File: src/rtl/hsl_pkg.sv
// ----------------------------------------------------------------------------
// hsl_pkg
// Shared types and constants of the RGB to HSL converter: field widths,
// pipeline depth, arithmetic constants and the front-end to divider bundle.
// ----------------------------------------------------------------------------
package hsl_pkg;

   // Field widths of the pixel and of the result.
   localparam int CHAN_W  = 8;
   localparam int HUE_W   = 9;
   localparam int PCT_W   = 7;

   // Restoring divider: one quotient bit per stage, quotients stay below 512.
   localparam int DIV_STAGES = 9;
   // Two front-end stages, the divider stages and the output register.
   localparam int NUM_STAGES = 2 + DIV_STAGES + 1;

   // Operand widths of the two divisions.
   localparam int HUE_NUM_W   = 18;
   localparam int HUE_DEN_W   = 9;
   localparam int SAT_NUM_W   = 16;
   localparam int SAT_DEN_W   = 9;

   // Lightness round(sm * 100 / 510) by reciprocal multiplication:
   // (sm * LIGHT_MUL + LIGHT_ADD) >> LIGHT_SHIFT, exact for every sm up to 510.
   localparam int LIGHT_PROD_W = 28;
   localparam int LIGHT_SHIFT  = 21;
   localparam int LIGHT_MUL    = 411220;
   localparam int LIGHT_ADD    = 1048611;

   // Arithmetic constants.
   localparam int HUE_STEP      = 60;
   localparam int HUE_GREEN_OFS = 120;
   localparam int HUE_BLUE_OFS  = 240;
   localparam int HUE_TURN      = 360;
   localparam int PCT_TWICE     = 200;
   localparam int SUM_HALF      = 255;
   localparam int SUM_FULL      = 510;

   // Channel that holds the maximum.
   typedef enum logic [1:0] {
      MAX_RED,
      MAX_GREEN,
      MAX_BLUE
   } max_sel_type;

   // Operands handed from the front end to the dividers.
   typedef struct packed {
      logic [HUE_NUM_W-1:0]   hue_num;
      logic [HUE_DEN_W-1:0]   hue_den;
      logic [SAT_NUM_W-1:0]   sat_num;
      logic [SAT_DEN_W-1:0]   sat_den;
      logic [PCT_W-1:0]       light;
      logic                   grey;
   } div_req_type;

endpackage

File: src/rtl/hsl_req_if.sv
// ----------------------------------------------------------------------------
// hsl_req_if
// Pixel channel: valid/ready handshake with red, green and blue payload.
// ----------------------------------------------------------------------------
interface hsl_req_if;
   import hsl_pkg::*;

   logic              valid;
   logic              ready;
   logic [CHAN_W-1:0] red;
   logic [CHAN_W-1:0] green;
   logic [CHAN_W-1:0] blue;

   modport source (output valid, output red, output green, output blue, input ready);
   modport sink   (input valid, input red, input green, input blue, output ready);

endinterface

File: src/rtl/hsl_rsp_if.sv
// ----------------------------------------------------------------------------
// hsl_rsp_if
// Result channel: valid/ready handshake with hue, saturation and lightness.
// ----------------------------------------------------------------------------
interface hsl_rsp_if;
   import hsl_pkg::*;

   logic             valid;
   logic             ready;
   logic [HUE_W-1:0] hue;
   logic [PCT_W-1:0] saturation;
   logic [PCT_W-1:0] lightness;

   modport source (output valid, output hue, output saturation, output lightness,
                   input ready);
   modport sink   (input valid, input hue, input saturation, input lightness,
                   output ready);

endinterface

File: src/rtl/rgb_to_hsl_converter.sv
// ----------------------------------------------------------------------------
// rgb_to_hsl_converter
// Converts an 8-bit RGB pixel to hue in degrees and HSL saturation and
// lightness in percent, each rounded half up, in a twelve-stage pipeline.
//
//   Channel  Dir  Handshake      Payload
//   req      in   valid/ready    red[7:0], green[7:0], blue[7:0]
//   rsp      out  valid/ready    hue[8:0], saturation[6:0], lightness[6:0]
//
// One pixel is accepted per cycle while rsp does not stall; a result passes
// two front-end stages, nine divider stages (one quotient bit each) and the
// output register. Lightness is finished in the front end and waits beside
// the dividers.
// Reset clears only the valid bits of the stages.
// A stall on rsp holds the output; each stage takes new data whenever it is
// empty or its successor moves, so bubbles close up and req stays ready
// until every stage holds a pixel and rsp stalls.
// ----------------------------------------------------------------------------
module rgb_to_hsl_converter
   import hsl_pkg::*;
(
   input  logic     clock,
   input  logic     reset,
   hsl_req_if.sink  req,
   hsl_rsp_if.source rsp
);

   logic [NUM_STAGES-1:0] valid_ff, valid_in;
   logic [NUM_STAGES-1:0] stage_en;
   logic [DIV_STAGES-1:0] grey_ff, grey_in;
   logic [PCT_W-1:0]      light_dly_ff [DIV_STAGES];
   logic [PCT_W-1:0]      light_dly_in [DIV_STAGES];

   div_req_type           div_req;
   logic [HUE_W-1:0]      hue_quo;
   logic [DIV_STAGES-1:0] sat_quo;

   logic [HUE_W-1:0]      hue_ff, hue_in;
   logic [PCT_W-1:0]      sat_ff, sat_in;
   logic [PCT_W-1:0]      light_ff, light_in;

   // A stage loads when it is empty or its content moves on.
   always_comb begin
      stage_en[NUM_STAGES-1] = !valid_ff[NUM_STAGES-1] || rsp.ready;
      for (int k = NUM_STAGES - 2; k >= 0; k--) begin
         stage_en[k] = !valid_ff[k] || stage_en[k+1];
      end
   end

   // Valid bits travel with the data.
   always_comb begin
      valid_in = valid_ff;
      if (stage_en[0]) valid_in[0] = req.valid;
      for (int k = 1; k < NUM_STAGES; k++) begin
         if (stage_en[k]) valid_in[k] = valid_ff[k-1];
      end
   end

   always_ff @(posedge clock) begin
      if (reset) begin
         valid_ff <= '0;
      end else begin
         valid_ff <= valid_in;
      end
   end

   // Front end: extremes, then operands.
   hsl_front u_front (
      .clock    (clock),
      .stage_en (stage_en[1:0]),
      .red      (req.red),
      .green    (req.green),
      .blue     (req.blue),
      .div_req  (div_req)
   );

   // Two dividers run side by side with equal latency.
   hsl_divider #(.DW(HUE_NUM_W), .VW(HUE_DEN_W), .QW(DIV_STAGES)) u_hue_div (
      .clock    (clock),
      .stage_en (stage_en[DIV_STAGES+1:2]),
      .dividend (div_req.hue_num),
      .divisor  (div_req.hue_den),
      .quotient (hue_quo)
   );

   hsl_divider #(.DW(SAT_NUM_W), .VW(SAT_DEN_W), .QW(DIV_STAGES)) u_sat_div (
      .clock    (clock),
      .stage_en (stage_en[DIV_STAGES+1:2]),
      .dividend (div_req.sat_num),
      .divisor  (div_req.sat_den),
      .quotient (sat_quo)
   );

   // The grey flag and the lightness follow the pixel through the divider stages.
   always_comb begin
      grey_in      = grey_ff;
      light_dly_in = light_dly_ff;
      if (stage_en[2]) begin
         grey_in[0]      = div_req.grey;
         light_dly_in[0] = div_req.light;
      end
      for (int k = 1; k < DIV_STAGES; k++) begin
         if (stage_en[k+2]) begin
            grey_in[k]      = grey_ff[k-1];
            light_dly_in[k] = light_dly_ff[k-1];
         end
      end
   end

   always_ff @(posedge clock) begin
      grey_ff      <= grey_in;
      light_dly_ff <= light_dly_in;
   end

   // Output register; a grey pixel has zero hue and saturation.
   always_comb begin
      hue_in   = grey_ff[DIV_STAGES-1] ? '0 : hue_quo;
      sat_in   = grey_ff[DIV_STAGES-1] ? '0 : sat_quo[PCT_W-1:0];
      light_in = light_dly_ff[DIV_STAGES-1];
   end

   always_ff @(posedge clock) begin
      if (stage_en[NUM_STAGES-1]) begin
         hue_ff   <= hue_in;
         sat_ff   <= sat_in;
         light_ff <= light_in;
      end
   end

   assign req.ready      = stage_en[0];
   assign rsp.valid      = valid_ff[NUM_STAGES-1];
   assign rsp.hue        = hue_ff;
   assign rsp.saturation = sat_ff;
   assign rsp.lightness  = light_ff;

   // Results stay within their ranges.
   a_hue_range: assert property (@(posedge clock) disable iff (reset)
      rsp.valid |-> (rsp.hue <= HUE_W'(HUE_TURN)))
      else $error("hue above a full turn");

   a_pct_range: assert property (@(posedge clock) disable iff (reset)
      rsp.valid |-> (rsp.saturation <= PCT_W'(100) && rsp.lightness <= PCT_W'(100)))
      else $error("saturation or lightness above 100 percent");

   // The input is held off only when every stage is occupied and the output stalls.
   a_full_stall: assert property (@(posedge clock) disable iff (reset)
      !req.ready |-> ((&valid_ff) && !rsp.ready))
      else $error("input held off while the pipeline has room");

   // A grey pixel leaving the dividers yields zero hue and saturation.
   a_grey_zero: assert property (@(posedge clock) disable iff (reset)
      (valid_ff[NUM_STAGES-2] && grey_ff[DIV_STAGES-1] && stage_en[NUM_STAGES-1])
      |=> (rsp.hue == '0 && rsp.saturation == '0))
      else $error("grey pixel with nonzero hue or saturation");

endmodule

File: src/rtl/hsl_front.sv
// ----------------------------------------------------------------------------
// hsl_front
// Two register stages: maximum and minimum search, then the hue and
// saturation operands for the dividers and the finished lightness.
// ----------------------------------------------------------------------------
module hsl_front
   import hsl_pkg::*;
(
   input  logic              clock,
   input  logic [1:0]        stage_en,
   input  logic [CHAN_W-1:0] red,
   input  logic [CHAN_W-1:0] green,
   input  logic [CHAN_W-1:0] blue,
   output div_req_type       div_req
);

   // Stage one registers.
   max_sel_type       sel_ff, sel_in;
   logic signed [8:0] diff_ff, diff_in;
   logic [7:0]        d_ff, d_in;
   logic [8:0]        sm_ff, sm_in;
   logic              grey_ff, grey_in;

   // Stage two register.
   div_req_type       req_ff, req_in;

   logic [7:0]         mx;
   logic [7:0]         mn;
   logic signed [18:0] num;
   logic signed [18:0] diff_ext;
   logic signed [18:0] d_ext;
   logic [7:0]         den;
   logic [9:0]         den_wide;
   logic [LIGHT_PROD_W-1:0] light_prod;

   // Maximum, minimum and the channel difference that feeds the hue.
   always_comb begin
      mx = red;
      if (green > mx) mx = green;
      if (blue > mx) mx = blue;
      mn = red;
      if (green < mn) mn = green;
      if (blue < mn) mn = blue;

      if (mx == red) begin
         sel_in  = MAX_RED;
         diff_in = $signed({1'b0, green}) - $signed({1'b0, blue});
      end else if (mx == green) begin
         sel_in  = MAX_GREEN;
         diff_in = $signed({1'b0, blue}) - $signed({1'b0, red});
      end else begin
         sel_in  = MAX_BLUE;
         diff_in = $signed({1'b0, red}) - $signed({1'b0, green});
      end
      d_in    = mx - mn;
      sm_in   = {1'b0, mx} + {1'b0, mn};
      grey_in = (mx == mn);
   end

   always_ff @(posedge clock) begin
      if (stage_en[0]) begin
         sel_ff  <= sel_in;
         diff_ff <= diff_in;
         d_ff    <= d_in;
         sm_ff   <= sm_in;
         grey_ff <= grey_in;
      end
   end

   // Hue numerator with the sector offset, and the saturation denominator.
   always_comb begin
      diff_ext = 19'(diff_ff);
      d_ext    = $signed({11'b0, d_ff});
      num      = diff_ext * 19'(HUE_STEP);
      case (sel_ff)
         MAX_RED: begin
            if (diff_ff < 0) num = num + d_ext * 19'(HUE_TURN);
         end
         MAX_GREEN: num = num + d_ext * 19'(HUE_GREEN_OFS);
         MAX_BLUE:  num = num + d_ext * 19'(HUE_BLUE_OFS);
         default:   num = num;
      endcase

      den_wide = 10'(SUM_FULL) - {1'b0, sm_ff};
      den      = (sm_ff < 9'(SUM_HALF)) ? sm_ff[7:0] : den_wide[7:0];

      // Lightness needs no divider: a reciprocal product with the rounding
      // term folded into the added constant.
      light_prod = LIGHT_PROD_W'(sm_ff) * LIGHT_PROD_W'(LIGHT_MUL)
                 + LIGHT_PROD_W'(LIGHT_ADD);

      // Rounding half up: floor((2p + q) / 2q).
      req_in.hue_num   = HUE_NUM_W'({num[17:0], 1'b0}) + HUE_NUM_W'(d_ff);
      req_in.hue_den   = {d_ff, 1'b0};
      req_in.sat_num   = SAT_NUM_W'(d_ff) * SAT_NUM_W'(PCT_TWICE) + SAT_NUM_W'(den);
      req_in.sat_den   = {den, 1'b0};
      req_in.light     = light_prod[LIGHT_SHIFT +: PCT_W];
      req_in.grey      = grey_ff;
   end

   always_ff @(posedge clock) begin
      if (stage_en[1]) begin
         req_ff <= req_in;
      end
   end

   assign div_req = req_ff;

endmodule

File: src/rtl/hsl_divider.sv
// ----------------------------------------------------------------------------
// hsl_divider
// Pipelined restoring divider: one quotient bit per register stage, most
// significant bit first. The quotient must fit in QW bits.
// ----------------------------------------------------------------------------
module hsl_divider #(
   parameter int DW = 18,
   parameter int VW = 9,
   parameter int QW = 9
) (
   input  logic          clock,
   input  logic [QW-1:0] stage_en,
   input  logic [DW-1:0] dividend,
   input  logic [VW-1:0] divisor,
   output logic [QW-1:0] quotient
);

   localparam int WW = (DW > VW + QW - 1) ? DW : VW + QW - 1;

   logic [WW-1:0] rem_ff [QW-1];
   logic [VW-1:0] div_ff [QW-1];
   logic [QW-1:0] quo_ff [QW];

   for (genvar k = 0; k < QW; k++) begin : g_step
      logic [WW-1:0] rem_prev;
      logic [WW-1:0] trial;
      logic [VW-1:0] div_prev;
      logic [QW-1:0] quo_prev;
      logic          fits;

      // Operands from the previous stage, or from the ports at the first one.
      if (k == 0) begin : g_first
         assign rem_prev = WW'(dividend);
         assign div_prev = divisor;
         assign quo_prev = '0;
      end else begin : g_next
         assign rem_prev = rem_ff[k-1];
         assign div_prev = div_ff[k-1];
         assign quo_prev = quo_ff[k-1];
      end

      // Trial subtraction of the shifted divisor decides this quotient bit.
      assign trial = WW'(div_prev) << (QW - 1 - k);
      assign fits  = (rem_prev >= trial);

      always_ff @(posedge clock) begin
         if (stage_en[k]) begin
            quo_ff[k] <= {quo_prev[QW-2:0], fits};
         end
      end

      if (k < QW - 1) begin : g_carry
         always_ff @(posedge clock) begin
            if (stage_en[k]) begin
               rem_ff[k] <= fits ? (rem_prev - trial) : rem_prev;
               div_ff[k] <= div_prev;
            end
         end
      end
   end

   assign quotient = quo_ff[QW-1];

endmodule
File: src/flat_wrapper.sv
// flat-port wrapper written by rule: the top's interface ports become plain ports
module rgb_to_hsl_converter_flat import hsl_pkg::*;
  (clock, reset, req_valid, req_red, req_green, req_blue, req_ready, rsp_valid, rsp_hue, rsp_saturation, rsp_lightness, rsp_ready);
  hsl_req_if req_i ();
  hsl_rsp_if rsp_i ();
  input  logic clock;
  input  logic reset;
  input wire logic [$bits(req_i.valid)-1:0] req_valid;
  input wire logic [$bits(req_i.red)-1:0] req_red;
  input wire logic [$bits(req_i.green)-1:0] req_green;
  input wire logic [$bits(req_i.blue)-1:0] req_blue;
  output wire logic [$bits(req_i.ready)-1:0] req_ready;
  output wire logic [$bits(rsp_i.valid)-1:0] rsp_valid;
  output wire logic [$bits(rsp_i.hue)-1:0] rsp_hue;
  output wire logic [$bits(rsp_i.saturation)-1:0] rsp_saturation;
  output wire logic [$bits(rsp_i.lightness)-1:0] rsp_lightness;
  input wire logic [$bits(rsp_i.ready)-1:0] rsp_ready;
  assign req_i.valid = req_valid;
  assign req_i.red = req_red;
  assign req_i.green = req_green;
  assign req_i.blue = req_blue;
  assign req_ready = req_i.ready;
  assign rsp_valid = rsp_i.valid;
  assign rsp_hue = rsp_i.hue;
  assign rsp_saturation = rsp_i.saturation;
  assign rsp_lightness = rsp_i.lightness;
  assign rsp_i.ready = rsp_ready;
  rgb_to_hsl_converter u_core (.clock(clock), .reset(reset), .req(req_i), .rsp(rsp_i));
endmodule
File: config.mk
export PLATFORM = sky130hd
export DESIGN_NAME = rgb_to_hsl_converter_flat
export DESIGN_NICKNAME = d
export VERILOG_FILES = /design/src/rtl/hsl_pkg.sv /design/src/rtl/hsl_req_if.sv /design/src/rtl/hsl_rsp_if.sv /design/src/rtl/rgb_to_hsl_converter.sv /design/src/rtl/hsl_front.sv /design/src/rtl/hsl_divider.sv /design/src/flat_wrapper.sv
export SDC_FILE = /design/constraint.sdc
export NUM_CORES = 1
export LEC_CHECK = 0
export BUFFER_PORTS_ARGS = -buffer_cell sky130_fd_sc_hd__buf_2
export CAP_MARGIN = 20
export CORE_MARGIN = 1.5
export CORE_UTILIZATION = 60
export CTS_CLUSTER_SIZE = 16
export DETAILED_ROUTE_END_ITERATION = 8
export GPL_ROUTABILITY_DRIVEN = 0
export HOLD_SLACK_MARGIN = 0.1
export PLACE_DENSITY = 0.76
export SLEW_MARGIN = 20
export SYNTH_ARGS = -nofsm -noshare
export SYNTH_HDL_FRONTEND = slang
export SYNTH_SLANG_ARGS = --single-unit
File: constraint.sdc
create_clock -name clock -period 11 [get_ports clock]
set_input_delay 0 -clock clock [delete_from_list [all_inputs] [get_ports clock]]
set_output_delay 0 -clock clock [all_outputs]
set_load 0.02 [all_outputs]
# After elaboration in Yosys (flattened, before gate mapping)
# Memories as Yosys holds them, arrays and structs flattened. A register that Yosys moved wholly into a read port is not among the register bits.
# Index checks and enable logic that the tools add are counted.
classes:
  muxes: 44
  n_reduce_logical: 25
  eq_ne: 5
  add_sub_neg: 28
  n_mul: 6
  order_cmp: 24
  n_shift: 0
  bitwise_logic: 0
  div: 0
op_table:
  columns: ["cell", "count"]
  rows:
  - ["17-bit 2-to-1 mux", 9]
  - ["18-bit 2-to-1 mux", 8]
  - ["17-bit one-hot mux with 3 select lines", 1]
  - ["8-bit 2-to-1 mux", 5]
  - ["16-bit by 17-bit adder with 17-bit output", 2]
  - ["28-bit by 21-bit adder with 28-bit output, second input constant", 1]
  - ["8-bit by 8-bit subtractor with 9-bit output", 3]
  - ["9-bit by 17-bit multiplier with 26-bit output, second input constant", 1]
  - ["8-bit equality test", 3]
  - ["8-bit by 4-bit multiplier with 12-bit output, second input constant", 2]
  - ["18-bit by 8-bit adder with 18-bit output", 1]
  - ["18-bit by 10-bit greater-or-equal comparator with 1-bit output", 1]
  - ["18-bit by 11-bit greater-or-equal comparator with 1-bit output", 1]
  - ["18-bit by 12-bit greater-or-equal comparator with 1-bit output", 1]
  - ["18-bit by 13-bit greater-or-equal comparator with 1-bit output", 1]
  - ["18-bit by 14-bit greater-or-equal comparator with 1-bit output", 1]
  - ["18-bit by 15-bit greater-or-equal comparator with 1-bit output", 1]
  - ["18-bit by 16-bit greater-or-equal comparator with 1-bit output", 1]
  - ["18-bit by 17-bit greater-or-equal comparator with 1-bit output", 1]
  - ["18-bit by 9-bit greater-or-equal comparator with 1-bit output", 1]
  - ["1-bit 2-to-1 mux", 18]
  - ["9-bit 2-to-1 mux", 2]
  - ["18-bit by 10-bit subtractor with 18-bit output", 1]
  - ["18-bit by 11-bit subtractor with 18-bit output", 1]
  - ["other kinds (41)", 65]
word_totals:
  output_inout_bits: 25
  regBits: 178
  wordCells: 180
  n_memories: 6
  ramBits: 586
  inputBits: 28
  romBits: 0
  latchBits: 0
mem_list:
  columns: ["name", "depth", "width", "read_ports", "rd_clocked_by_memory_dff", "wr", "line", "rtl"]
  rows:
  - ["u_core.u_hue_div.rem_ff", 8, 18, 8, 0, 8, "hsl_divider.sv:20", "logic [WW-1:0] rem_ff [QW-1];"]
  - ["u_core.u_sat_div.rem_ff", 8, 17, 8, 0, 8, "hsl_divider.sv:20", null]
  - ["u_core.u_hue_div.quo_ff", 9, 9, 9, 1, 9, "hsl_divider.sv:22", "logic [QW-1:0] quo_ff [QW];"]
  - ["u_core.u_sat_div.quo_ff", 9, 9, 9, 1, 9, "hsl_divider.sv:22", null]
  - ["u_core.u_hue_div.div_ff", 8, 9, 8, 0, 8, "hsl_divider.sv:21", "logic [VW-1:0] div_ff [QW-1];"]
  - ["u_core.u_sat_div.div_ff", 8, 9, 8, 0, 8, "hsl_divider.sv:21", null]

# Longest topological paths before layout
# Gate-level depths: netlist of the first run.
logic_depth:
  ltp_word: 13
  mapped_depth: 32

# Hierarchy
# From an unflattened synthesis of the first run, not the netlist that was laid out.
unflattened:
  hier_cells: 3743
  area_unflattened_um2: 43247.7
by_module_without_submodules:
  columns: ["module", "cells_each", "instances", "area_each_um2"]
  rows:
  - ["hsl_front", 1524, 1, 13898.3]
  - ["hsl_divider (u_core.u_hue_div)", 1041, 1, 13113.8]
  - ["hsl_divider (u_core.u_sat_div)", 1011, 1, 12816.0]
  - ["rgb_to_hsl_converter", 167, 1, 3419.5]

# Worst setup path after synthesis of the first run
# Ideal clock, no wire load.
synth_timing:
  path_kind: "register -> register"
  startpoint: "register u_core.valid_ff[11]"
  endpoint: "register u_core.u_front.d_ff[0], enable pin"
  path_buffers: 0
  stages_incl_launch_ff: 8
  t_arrival_ns: 6.316
  setup_time_ns: 0.348
  slack_ns: 4.337
  synth_period_minus_slack_ns: 6.663
  cell_sequence: "dfxtp_1 -> nor2b_1 -> inv_1 -> nor2_1 -> nand3_1 -> nor2_1 -> nand4_1 -> or2_2"
synth_via:
  elab_chain_len: 13
synth_lines:
  columns: ["item", "line", "rtl"]
  rows:
  - ["from (decl)", "rgb_to_hsl_converter.sv:28", "logic [NUM_STAGES-1:0] valid_ff, valid_in;"]
  - ["from (signal assigned)", "rgb_to_hsl_converter.sv:63", "valid_ff <= valid_in;"]
  - ["1-bit zero test", "rgb_to_hsl_converter.sv:44", "stage_en[NUM_STAGES-1] = !valid_ff[NUM_STAGES-1] || rsp.ready;"]
  - ["1-bit logical OR", "rgb_to_hsl_converter.sv:44", null]
  - ["via u_core.stage_en[11]", "rgb_to_hsl_converter.sv:29", "logic [NUM_STAGES-1:0] stage_en;"]
  - ["1-bit logical OR (6 in series)", "rgb_to_hsl_converter.sv:46", "stage_en[k] = !valid_ff[k] || stage_en[k+1];"]
  - ["via u_core.stage_en[5]", "rgb_to_hsl_converter.sv:29", null]
  - ["1-bit logical OR (4 in series)", "rgb_to_hsl_converter.sv:46", null]
  - ["via u_core.stage_en[1]", "rgb_to_hsl_converter.sv:29", null]
  - ["1-bit logical OR", "rgb_to_hsl_converter.sv:46", null]
  - ["via req_ready", "flat_wrapper.sv:12", "output wire logic [$bits(req_i.ready)-1:0] req_ready;"]
  - ["to (signal assigned)", "hsl_front.sv:64", "d_ff <= d_in;"]
  - ["to (decl)", "hsl_front.sv:20", "logic [7:0] d_ff, d_in;"]
# The timed path passes the listed nets, and every way through them passes these cells.
# A chain may end at the register's enable or synchronous reset.

==> results.md, run 1 <==
* Num Clock Sinks at 613
* Number of global-route vias before repair at 26.5k
* DIE AREA at ~0.066 sq mm
* EDFF count, synth at roughly 600
* Gr usage total at between 20% and 30%
* Post-synth ARST share at 0%
* Final wirelength at roughly 73000 microns
* Final clock skew at 0.0388 ns
* Req. time, crit path at roughly 11 ns
* Vias at 25.7k
* Reg2Reg Setup Slack at around 5 ns
* Worst Tran Pin Value at just over 1 ns
* Main synth FF type: edfxtp_1
* Chip Width at 257 microns
* CP max FO at 5
* Clock tree buffer depth at 3
* Iteration-0 DRC Markers at roughly 1.5k
* Synth unique cells at 87
* Post-route DRC at 0
* Core Area at between 0.06 and 0.07 sq mm
* Fillcell total at between 4k and 5k
* Total negative setup slack at 0 ns
* Post-layout min period at slightly below 6 ns
* Syn_area_per_cell at roughly 11 sq um
* Tcrit/Tclk final at between 50% and 60%
* Io pins at 53
* Worst Path Arrival at roughly 6.3 ns
* Hold Violations, Final at 0
* Largest net degree at the start of global routing at 69
* Min-Delay Path Class: input port to register
* Sequential area share after synthesis at a little under half
* Routed Antenna Nets at 0
* H-tree Lvls at 3
* Core Rows at 92
* Post_cts resized at 0
* CTS root buffer: clkbuf_16
* Util after Layout at 66.6%
* Non-Filler Instances at about 4.4k
* Max_slew headroom at between 30% and 40%
* Mapped Cells at 3446
* Netlist Area Pre-Place at 0.0387 sq mm
* Initial Util at 61.0%
* Worst-path clk slew at 0.06 ns
* Syn Nets at just under 4k
* Ranking of synthesized cells by area: edfxtp_1, ha_1, fa_1
* CP endpoint: u_core.u_front.div_req[59]$_DFFE_PP_
* Initial antenna violation count at 0
* Max-cap viol count at 0
* Worst Reg-to-Reg Cells at 19
* CTS tree: built
* Worst R2R End: u_core.u_front.div_req[59]$_DFFE_PP_
* Num CTS Buffers at 66
* Layout Nets at slightly above 4k
* Crit path launch: u_core.u_front.diff_ff[0]$_DFFE_PP_
* Drt via density at between 5 and 6
* First-pass GRT wire length at approximately 120000 microns
* CP Class: register to register
* Crit. End Element: register
* Dominant cell type by area after synthesis: edfxtp_1
* FMAX at about 170 MHz
* Outcome: complete, no violations
* GRT overflow at 0
* Synth-to-layout area growth at 9.14%
* Syn. warnings at 0
* Post-CTS Hold Fix Bufs at 10
* Layout cells sized above 1 at approximately 6%
* Final setup fails at 0
* Synth top area share at between 40% and 50%
* DR pass1 iterations at 8
* Port bufs at 52
* Die H at 257 microns
* Worst skew pair latency at a little over 0.6 ns
* Worst R2R Start: u_core.u_front.diff_ff[0]$_DFFE_PP_
* RSZ-0062 raised after global routing: false
* Count of pins over their slew limit at 0
* Placed Cells incl. Taps at approximately 4.3k
* Wire length per cell at 16.4 microns
* Ant diodes at 0
* DP Wirelength at 55400 microns
* Setup Buffers After CTS at 0
* Synth Register Bits at slightly above 600
* Setup crit start kind: register
flip-flops by register name, indices dropped and copies added (netlist names), 8 cells and up:
register	cells
u_core.u_hue_div.rem_ff	141
u_core.u_sat_div.rem_ff	131
u_core.light_dly_ff	56
u_core.u_front.div_req	51
u_core.u_hue_div.quo_ff	45
u_core.u_hue_div.div_ff	41
u_core.u_sat_div.div_ff	41
u_core.u_sat_div.quo_ff	28
u_core.valid_ff	12
u_core.grey_ff	9
u_core.rsp.hue	9
u_core.u_front.diff_ff	9
u_core.u_front.d_ff	8
u_core.u_front.sm_ff	8
cells in the final DEF, fill, tap and decap left out, types with 86 or more instances in the layout:
| cell type | Yosys | layout |
|---|---|---|
| a21o_1 | 86 | 86 |
| a21oi_1 | 254 | 254 |
| edfxtp_1 | 601 | 601 |
| fa_1 | 89 | 89 |
| ha_1 | 399 | 399 |
| inv_1 | 444 | 441 |
| nand2_1 | 127 | 123 |
| nor2_1 | 230 | 230 |
| o21ai_0 | 145 | 145 |
| xnor2_1 | 163 | 163 |
| xor2_1 | 113 | 113 |
per-stage QoR:
| step | cell area, sq um | hold slack (ns) | setup slack (ns) |
|---|---|---|---|
| finish | 42200 | 0.142 | 5.05 |
| global route | 42200 | 0.160 | 4.72 |
| CTS | 42200 | 0.116 | 5.09 |
| detailed placement | 40000 | 0.242 | 5.09 |
| global placement | 40000 | 0.241 | 5.24 |
| floorplan | 38700 | 0.0691 | 4.34 |
routing by layer:
layer / track usage [%] / vias to the layer above / wire [microns]
li1: - / 12500 / -
met1: 24.1 / 12300 / 28000
met2: 42.8 / 635 / 38800
met3: 3.39 / 223 / 2850
met4: 9.20 / 0 / 2900
met5: 0 / - / 0
worst max-delay path, stage by stage (launching register included):
cell      delay, ns
edfxtp_1       0.48
ha_1           0.29
xor2_1         0.18
ha_1           0.29
inv_1          0.06
fa_1           0.51
inv_1          0.05
ha_1           0.35
xnor2_1        0.56
ha_1           0.36
a211oi_1       0.20
o21ai_0        0.12
mux4_2         0.48
ha_1           0.35
a21oi_1        0.11
or4_1          0.46
nor3b_1        0.34
nand2_1        0.18
nor4_4         0.26
xnor2_1        0.09
cell usage after synthesis (12+ instances only):
| cell type | n |
|---|---|
| nand4_1 | 29 |
| o21ai_0 | 145 |
| or3_1 | 26 |
| a21boi_0 | 19 |
| nor2b_1 | 74 |
| nor2_1 | 230 |
| nand2b_1 | 73 |
| o21bai_1 | 24 |
| mux2_2 | 19 |
| nand2_1 | 127 |
| inv_1 | 444 |
| a211oi_1 | 19 |
| nand3_1 | 53 |
| o31ai_1 | 14 |
| and2_1 | 12 |
| xnor2_1 | 163 |
| o211ai_1 | 16 |
| mux2i_1 | 39 |
| ha_1 | 399 |
| edfxtp_1 | 601 |
| fa_1 | 89 |
| and3_1 | 14 |
| clkbuf_1 | 39 |
| xor2_1 | 113 |
| o21a_1 | 25 |
| nor3_1 | 65 |
| dfxtp_1 | 12 |
| or4_1 | 15 |
| or2_2 | 13 |
| a21o_1 | 86 |
| a21oi_1 | 254 |
| nor4_1 | 26 |
how the worst min path moves through the flow:
stage | start | to | depth (start not counted) | slack, ns
CTS | req_red[0] | u_core.u_front.diff_ff[0]$_DFFE_PP_ | 4 | 0.12
floorplan | reset | u_core.valid_ff[0]$_SDFFE_PP0P_ | 1 | 0.07
detailed placement | req_valid | u_core.valid_ff[0]$_SDFFE_PP0P_ | 3 | 0.24
finish | req_red[0] | u_core.u_front.diff_ff[0]$_DFFE_PP_ | 4 | 0.14
global route | req_red[0] | u_core.u_front.diff_ff[0]$_DFFE_PP_ | 4 | 0.16
global placement | req_valid | u_core.valid_ff[0]$_SDFFE_PP0P_ | 3 | 0.24
kinds of logic (layout without fill, tap and decap cells):
family	Yosys count	after routing	synth area share [%]
mux	65	65	1.88
buf+inv	491	635	4.77
simple gates	803	803	10.6
flops	613	613	47.3
compound gates	707	707	11.5
xor+xnor	279	279	6.42
fa+ha+maj	488	488	17.5
area by class of cell:
type	count	area [sq um]	share of cell area, %
Timing Repair Buffer	75	458	1.08
Tap cell	846	1060	2.51
Inverter	445	1670	3.96
Multi-Input combinational cell	2342	18600	44.0
Clock inverter	31	430	1.02
Sequential cell	613	18300	43.3
Clock buffer	84	1740	4.12
Power of run 1 is not shown: default switching activity piles up to over one toggle a cycle in this logic, so the estimate is an artifact.
==> run 2, diff against run 1 <==
--- a/config.mk
+++ b/config.mk
@@ -5,15 +5,16 @@
 export SDC_FILE = /design/constraint.sdc
 export NUM_CORES = 1
 export LEC_CHECK = 0
+export ABC_AREA = 1
 export BUFFER_PORTS_ARGS = -buffer_cell sky130_fd_sc_hd__buf_2
 export CAP_MARGIN = 20
 export CORE_MARGIN = 1.5
-export CORE_UTILIZATION = 60
+export CORE_UTILIZATION = 58
 export CTS_CLUSTER_SIZE = 16
 export DETAILED_ROUTE_END_ITERATION = 8
 export GPL_ROUTABILITY_DRIVEN = 0
 export HOLD_SLACK_MARGIN = 0.1
-export PLACE_DENSITY = 0.76
+export PLACE_DENSITY = 0.77
 export SLEW_MARGIN = 20
 export SYNTH_ARGS = -nofsm -noshare
 export SYNTH_HDL_FRONTEND = slang
==> constraint.sdc (replaced) <==
create_clock -name clock -period 5.2 [get_ports clock]
set_input_delay 0 -clock clock [delete_from_list [all_inputs] [get_ports clock]]
set_output_delay 0 -clock clock [all_outputs]
set_load 0.02 [all_outputs]
==> run 2 against run 1 <==
Net effect:
- synthesized cell count up 17%
- count of clock-buffer cells in the layout shrank 13
- die area up 4.4%
- register-to-register slack got worse by 4.9 ns
- global-route usage decreased by 1.1 points
- synthesized area rose by 0.93%
- clock skew increased by 0.0094 ns
- critical path type unchanged
==> results.md, run 2 <==
* Clock tree buffer depth at 3
* Final wirelength at approximately 74000 microns
* Num Clock Sinks at between 600 and 700
* Drt via density at ~5.3
* Worst skew pair latency at about 0.63 ns
* Req. time, crit path at 5.55 ns
* Mapped Cells at 4028
* WHS at around 0.14 ns
* Gr usage total at a little over a fifth
* Post-synth top cells: nand2_1, inv_1, edfxtp_1, ha_1, nor2_1
* Core Area at between 0.06 and 0.07 sq mm
* Final clock skew at 0.0481 ns
* Chip Width at between 200 and 300 microns
* Reg2Reg Setup Slack at around 0.14 ns
* Non-Filler Instances at 5111
* Synth Register Bits at between 600 and 700
* Number of global-route vias before repair at between 20k and 30k
* Largest net degree at the start of global routing at 70
* Outcome: complete, no violations
* DIE AREA at slightly below 0.07 sq mm
* Min-Delay Path Class: input port to register
* Delay-heaviest family, CP: adder cells
* First-pass GRT wire length at roughly 120000 microns
* Post-synth ARST share at 0%
* Synth unique cells at 59
* CTS root buffer: clkbuf_16
* Core Rows at 94
* Count of pins over their slew limit at 0
* Initial Util at 59.0%
* Io pins at between 50 and 60
* Port bufs at 52
* Worst-path clk slew at roughly 0.060 ns
* Critical path buffers and inverters at 5
* Worst Reg-to-Reg Cells at 25
* Vias at between 20k and 30k
* Die H at 262 microns
* Setup crit start kind: register
* Max-cap viol count at 0
* DP Wirelength at 56200 microns
* Post-layout min period at 5.06 ns
* Hold depth at 6
* Fillcell total at between 4k and 5k
* Post-route DRC at 0
* Hold Path End: u_core.u_front.diff_ff[4]$_DFFE_PP_
* Final setup fails at 0
* Synth top area share at a little under half
* Placed Cells incl. Taps at just under 5k
* Syn_area_per_cell at between 9 and 10 sq um
* CP Class: register to register
* Sequential area share after synthesis at between 40 and 50%
* Num CTS Buffers at a little over 60
* Wire length per cell at around 14 microns
* Top reg by flops: u_core.u_hue_div.rem_ff
* Crit. End Element: register
* EDFF count, synth at 601
* RSZ-0062 raised after global routing: true
* CTS tree: built
* Dominant cell type by area after synthesis: edfxtp_1
* Tcrit/Tclk final at 97.4%
* DR pass1 iterations at 6
* Hold Violations, Final at 0
* Syn Nets at around 4.5k
* Worst R2R Start: u_core.u_front.diff_ff[0]$_DFFE_PP_
* CP max-delay cell: fa_1
* Commonest cells after routing, fill and taps aside: nand2_1, inv_1, edfxtp_1, ha_1, nor2_1
* GRT overflow at 0
* Ranking of synthesized cells by area: edfxtp_1, ha_1, nand2_1
* Worst R2R End: u_core.u_front.div_req[59]$_DFFE_PP_
* Max_slew headroom at 41.0%
* Layout cells sized above 1 at 9.21%
* Total negative setup slack at 0 ns
* H-tree Lvls at 2
* Most common cell after layout, fill and taps aside: nand2_1
* Initial antenna violation count at 1
* Routed Antenna Nets at 0
* Main synth FF type: edfxtp_1
* Most common cell in the netlist: nand2_1
* Layout Nets at roughly 4.7k
* Max FFs per register at between 100 and 150
* Ant diodes at 0
* FMAX at 197 MHz
* Syn. warnings at 0
* Biggest regs: u_core.u_hue_div.rem_ff x141, u_core.u_sat_div.rem_ff x131, u_core.light_dly_ff x56
* Largest stage delay, worst path at roughly 0.52 ns
* Iteration-0 DRC Markers at roughly 1.6k
* Worst Hold Launch: req_red[4]
* CP max FO at 4
* Netlist Area Pre-Place at slightly below 0.04 sq mm
* Synth-to-layout area growth at 11.9%
* Worst Tran Pin Value at between 0.8 and 0.9 ns
* Worst Path Arrival at roughly 5.4 ns
==> run 2: cell count changes in the layout (fill, tap and decap cells not counted), sizes merged, moves of 74 or more <==
cell and change:
nor2 +94, inv +250, xnor2 -87, o21ai +103, nand2 +571, nand3 +116, nor2b -74
==> run 2: layout make-up <==
class | instances | area (sq um) | share of cell area (%)
multi-input combinational | 2681 | 18500 | 42.4
clock buffer | 71 | 1620 | 3.70
tap | 864 | 1080 | 2.47
inverter | 702 | 2750 | 6.30
sequential | 613 | 18300 | 41.9
timing repair buffer | 139 | 960 | 2.20
clock inverter | 41 | 467 | 1.07
==> run 2: cell families after synthesis <==
kind of cell | synth area share (%)
XOR/XNOR | 5.29
flip-flops | 46.8
AO/OA/AOI/OAI | 8.44
AND/OR/NAND/NOR | 14.9
multiplexers | 0.0577
adder cells (fa/ha/maj) | 17.3
buffers and inverters | 7.13
==> run 2: repair_timing <==
item                                    in CTS  in global routing
endpoints found under the setup margin       3                 15
hold buffers                                17                  0
pin swaps                                    0                 32
gates resized for setup                      2                 96
setup buffers                                1                 18
hold endpoints to repair                    47                  0
==> run 2: how the worst max path moves through the flow <==
stage / slack (ns) / cells past startpoint / from / end
finish: 0.14 / 25 / u_core.u_front.diff_ff[0]$_DFFE_PP_ / u_core.u_front.div_req[59]$_DFFE_PP_
global route: -0.25 / 25 / u_core.u_front.diff_ff[1]$_DFFE_PP_ / u_core.u_front.div_req[58]$_DFFE_PP_
CTS: -0.01 / 25 / u_core.u_front.diff_ff[2]$_DFFE_PP_ / u_core.u_front.div_req[59]$_DFFE_PP_
detailed placement: -0.01 / 25 / u_core.u_front.diff_ff[2]$_DFFE_PP_ / u_core.u_front.div_req[59]$_DFFE_PP_
global placement: 0.09 / 28 / u_core.u_front.diff_ff[2]$_DFFE_PP_ / u_core.u_front.div_req[59]$_DFFE_PP_
floorplan: -1.40 / 21 / u_core.valid_ff[11]$_SDFFE_PP0P_ / u_core.u_front.div_req[0]$_DFFE_PP_
==> run 2: stage by stage <==
stage,setup WS (ns),util [%],cell area [sq um]
after global routing,-0.247,66.0,43700
after floorplan,-1.40,-,39200
after CTS,-0.0132,65.1,43100
final,0.136,66.0,43700
after detailed placement,-0.0108,61.6,40800
after global placement,0.0856,61.6,40800
==> run 2: layer usage <==
layer  up-vias  routed length (microns)  global-route usage [%]
li1      13900                        -                       -
met1     12600                    29200                    23.8
met2       565                    39200                    40.5
met3       198                     2830                    2.37
met4         2                     2750                    8.44
met5         -                       11                       0
==> run 2: worst register-to-register path: cells and delay by family, from the launching register on <==
| kind | cells | cell delay, ns |
|---|---|---|
| AND/OR/NAND/NOR | 11 | 1.10 |
| flip-flops | 1 | 0.44 |
| adder cells (fa/ha/maj) | 6 | 2.32 |
| AO/OA/AOI/OAI | 3 | 0.52 |
| buffers and inverters | 5 | 0.38 |
Power of run 2 is left out for the same reason.
